===== src/lc3x_pkg.sv =====
package lc3x_pkg;

	// Command codes of the input channel.
	typedef enum logic [1:0] {
		CMD_EXEC  = 2'd0,
		CMD_WRITE = 2'd1,
		CMD_READ  = 2'd2,
		CMD_SETPC = 2'd3
	} cmd_t;

	// Status codes of the result channel.
	localparam logic [1:0] ST_OK   = 2'd0;
	localparam logic [1:0] ST_BAD  = 2'd1;
	localparam logic [1:0] ST_TRAP = 2'd2;

	// Opcodes.
	localparam logic [3:0] OP_BR   = 4'd0;
	localparam logic [3:0] OP_ADD  = 4'd1;
	localparam logic [3:0] OP_LD   = 4'd2;
	localparam logic [3:0] OP_ST   = 4'd3;
	localparam logic [3:0] OP_JSR  = 4'd4;
	localparam logic [3:0] OP_AND  = 4'd5;
	localparam logic [3:0] OP_LDR  = 4'd6;
	localparam logic [3:0] OP_STR  = 4'd7;
	localparam logic [3:0] OP_RTI  = 4'd8;
	localparam logic [3:0] OP_NOT  = 4'd9;
	localparam logic [3:0] OP_LDI  = 4'd10;
	localparam logic [3:0] OP_STI  = 4'd11;
	localparam logic [3:0] OP_JMP  = 4'd12;
	localparam logic [3:0] OP_RSV  = 4'd13;
	localparam logic [3:0] OP_LEA  = 4'd14;
	localparam logic [3:0] OP_TRAP = 4'd15;

	localparam logic [2:0] FLAG_Z = 3'b010;

	// One queued transaction between the front and the back.
	typedef struct packed {
		cmd_t        cmd;
		logic [15:0] instruction;
		logic [15:0] address;
		logic [15:0] write_data;
	} item_t;

	// Result transaction.
	typedef struct packed {
		logic [1:0]  status;
		logic [7:0]  trap_vector;
		logic [15:0] program_counter;
		logic [15:0] result_word;
		logic [2:0]  flags;
	} result_t;

endpackage


===== src/lc3x_front.sv =====
module lc3x_front (
	input  logic             clk,
	input  logic             arst_n,
	input  logic             in_valid,
	output logic             in_ready,
	input  lc3x_pkg::item_t  in_item,
	output logic             q_valid,
	input  logic             q_ready,
	output lc3x_pkg::item_t  q_item
);

	// Two-entry queue that decouples acceptance from execution.
	lc3x_pkg::item_t mem_q [2];
	logic            wp_q, rp_q;
	logic [1:0]      cnt_q;
	logic            push, pop;

	assign in_ready = (cnt_q != 2'd2);
	assign q_valid  = (cnt_q != 2'd0);
	assign q_item   = mem_q[rp_q];
	assign push     = in_valid && in_ready;
	assign pop      = q_valid && q_ready;

	// Pointer and count update.
	always_ff @(posedge clk or negedge arst_n) begin
		if (!arst_n) begin
			wp_q  <= 1'b0;
			rp_q  <= 1'b0;
			cnt_q <= 2'd0;
		end else begin
			if (push) wp_q <= ~wp_q;
			if (pop) rp_q <= ~rp_q;
			cnt_q <= cnt_q + {1'b0, push} - {1'b0, pop};
		end
	end

	// Queue storage.
	always_ff @(posedge clk) begin
		if (push) mem_q[wp_q] <= in_item;
	end

endmodule


===== config.mk =====
export PLATFORM = sky130hd
export DESIGN_NAME = lc3x_front
export DESIGN_NICKNAME = d
export VERILOG_FILES = /design/src/lc3x_pkg.sv /design/src/lc3x_front.sv
export SDC_FILE = /design/constraint.sdc
export NUM_CORES = 1
export LEC_CHECK = 0
export CAP_MARGIN = 0
export CORE_MARGIN = 5
export CORE_UTILIZATION = 50
export DETAILED_ROUTE_END_ITERATION = 8
export DONT_BUFFER_PORTS = 1
export GPL_TIMING_DRIVEN = 1
export PLACE_DENSITY = 0.68
export SLEW_MARGIN = 20
export SYNTH_ARGS = -nofsm -noshare
export SYNTH_HDL_FRONTEND = slang
export SYNTH_SLANG_ARGS = --single-unit

===== constraint.sdc =====
create_clock -name clk -period 3 [get_ports clk]
set_input_delay 0.3 -clock clk [delete_from_list [all_inputs] [get_ports clk]]
set_output_delay 0.3 -clock clk [all_outputs]
set_load 0.01 [all_outputs]

==> summary.md <==
| Metric | Value |
|---|---|
| Antenna Cells | 0 |
| Total CTS buffers | 9 |
| NetSw | 0.00117 W |
| Synth Area in Simple Gates | 0.00914 |
| Synth top cells by count | 100 x edfxtp_1, 46 x mux2_2, 6 x buf_6 |
| Final period util | 0.664 |
| Crit-path cells | mux2_2 |
| Critical path class | reg -> out |
| Total GRT Usage | 0.133 |
| Post-DP HPWL | 4170 µm |
| Clock share of power | 0.187 |
| Drt first-iter violations | 77 |
| Syn_nets | 229 |
| Initial core utilization | 0.504 |
| CORE AREA | 7610 µm² |
| Area contributors post-synth | edfxtp_1 78%, mux2_2 14%, dfrtp_1 2.6% |
| Number of cells on the critical path | 1 |
| Fraction of registers with async set/reset | 0.0385 |
| Worst VDD drop | 0.781 mV |
| Final setup viols | 0 |
| DIE AREA | 9520 µm² |
| Count leader, synth | edfxtp_1 |
| Setup ws final | 1.01 ns |
| Post-synthesis sequential area ratio | 0.810 |
| P_int | 0.00270 W |
| Worst-skew pair later-pin latency | 0.34 ns |
| Crit path from | rp_q$_DFFE_PN0P_ |
| Detail Route Antenna Nets | 0 |
| CP endpoint kind | primary output |
| Post-Syn Area | 3830 µm² |
| Status | finished clean |
| Actual slew at the worst max-slew pin | 0.682 ns |
| Port Buffer Count | 0 |
| Top FF cell, synth | edfxtp_1 |
| Crit Reg-Reg Startpoint | cnt_q[1]$_DFF_PN0_ |
| CTS clk-pin slew, worst paths | 0.09 ns |
| Leak | 1.32 nW |
| RR Endpoint | mem_q[0][27]$_DFFE_PP_ |
| Layout area overhead | 7.02% |
| Largest family of logic cells by synthesized area | multiplexers |
| XOR/XNOR Fraction of Synth Area | 0.00914 |
| Ports | 106 |
| Min Hold Slack | 0.0453 ns |
| Avg Synthesized Cell Area | 22.2 µm² |
| Area leader, netlist | edfxtp_1 |
| Clock Tree Buf Depth | 2 |
| First-pass GRT wire length | 9610 µm |
| Worst Path Arrival | 1.69 ns |
| Setup_tns | 0 ns |
| Power, Total | 0.00387 W |
| Worst r2r path cells | 4 |
| Setup crit end | q_item[36] |
| Pwr Density | 943 nW/µm² |
| Post-CTS Setup Inserts | 0 |
| RD Place Congestion | 0.744 |
| Max Clk Rate | 502 MHz |
| Final net count | 238 |
| Num rows | 32 |
| Fin. Hold Viols | 0 |
| Grt total ovfl | 0 |
| FF+latch count, synth | 104 |
| Sw Ratio | 0.303 |
| Logic gate share of total power | 0.243 |
| Die Span Y | 97.6 µm |
| Post-synth top area share | 0.784 |
| Multiplexer area fraction after synthesis | 0.147 |
| Routed WL | 6210 µm |
| Via density | 5.25 |
| Largest net degree at the start of global routing | 52 |
| Post-synth EDFFs | 100 |
| CTS sink cnt | 104 |
| Share of layout cells above drive strength 1 | 0.353 |
| Worst path bufs/invs | 0 |
| DRC | 0 |
| Power share of the sequential group | 0.570 |
| Max-cap viol count | 0 |
| CTS Root Cell | clkbuf_8 |
| Synth Area in Compound Gates | 0 |
| R2R Setup Slk | 1.10 ns |
| Mapped Cells | 173 |
| Min cycle time layout | 1.99 ns |
| Slew HR | 0.545 |
| Final Skew | 0.0106 ns |
| DP Worst Slack | 1.08 ns |
| Synth warnings | 0 |
| HP Class | in -> reg |
| CP max stage delay | 0.88 ns |
| RSZ-0062 raised after global routing | no |
| CP max-delay cell | dfrtp_4 |
| Post-synthesis adder-cell area fraction | 0.00653 |
| Netlist cell types | 15 |
| Worst Path Required | 2.70 ns |
| Die X | 97.6 µm |
| CP startpoint kind | flop |
| DR WL/cell | 21.5 µm |
| Via count | 1517 |
| Vias in the first global route | 1775 |
| Crit Path Max Fanout | 51 |
| CTS tree | done |
| Slew Viols, Final | 0 |
| DRT Pass-1 Iters | 4 |
| CP delay by family, top | flip-flops |
| CTS H-tree lvls | 3 |
| Initial antenna violation count | 0 |
## routing by layer
layer / track usage / vias up / part of all wire
met5: 0 / - / 0
met3: 0.0675 / 7 / 0.087
met2: 0.235 / 57 / 0.55
li1: - / 688 / -
met4: 0.0351 / 0 / 0.0089
met1: 0.140 / 765 / 0.36
## layout make-up
class                           count  area [µm²]
Clock inverter                      5        32.5
Timing Repair Buffer                4        32.5
Multi-Input combinational cell     62         667
Sequential cell                   104        3110
Clock buffer                       11         131
Inverter                            1        3.75
Fill cell                         606        3510
Tap cell                          102         128
## worst min path at each step
stage	from	depth (start not counted)	endpoint	slack (ns)
3_3_place_gp	arst_n	0	cnt_q[0]$_DFF_PN0_	0.005
6_report	in_item[8]	0	mem_q[1][8]$_DFFE_PP_	0.05
3_5_place_dp	arst_n	0	cnt_q[0]$_DFF_PN0_	0.005
4_1_cts	in_item[47]	0	mem_q[1][47]$_DFFE_PP_	0.03
5_1_grt	in_item[43]	0	mem_q[1][43]$_DFFE_PP_	0.008
2_1_floorplan	arst_n	0	cnt_q[0]$_DFF_PN0_	0.004
## cells in the final DEF, fill, tap and decap left out, drive strengths merged
cell and instances:
xnor2 3, nor2 1, dlygate4sd3 1, clkbuf 11, or2 1, edfxtp 100, xor2 1, and2 1
nand2b 1, and3 1, dfrtp 4, nand2 1, inv 2, buf 3, clkinvlp 2, ha 2
mux2 50, clkinv 2
## power groups by stage
stage / Clock, W / Sequential, W / Combinational, W
detailed placement: 0 / 0.00224 / 0.000964
CTS: 0.000757 / 0.00221 / 0.000976
finish: 0.000725 / 0.00221 / 0.000939
global placement: 0 / 0.00221 / 0.000932
floorplan: 0 / 0.00208 / 0.000952
global route: 0.000828 / 0.00225 / 0.00101
## per-stage QoR
stage	area, µm²	std cells	util
floorplan	3830	173	-
global placement	3930	272	0.516
detailed placement	3930	272	0.516
CTS	4100	289	0.539
global route	4100	289	0.539
finish	4100	289	0.539
## flip-flops by register name, summed over array words and instances, names as in the netlist
name,count
wp_q,1
mem_q,100
cnt_q,2
rp_q,1
## cells by family after synthesis
| group | count (synthesis) |
|---|---|
| flip-flops | 104 |
| XOR/XNOR | 4 |
| multiplexers | 50 |
| adder cells (fa/ha/maj) | 2 |
| AND/OR/NAND/NOR | 6 |
| buffers and inverters | 7 |
## repair_timing
action | 4_1_cts | 5_1_grt
endpoints found under the hold margin | 4 | 0
hold buffers | 1 | 0
resized for setup | 0 | 0
Power figures use the tool's default switching activity.
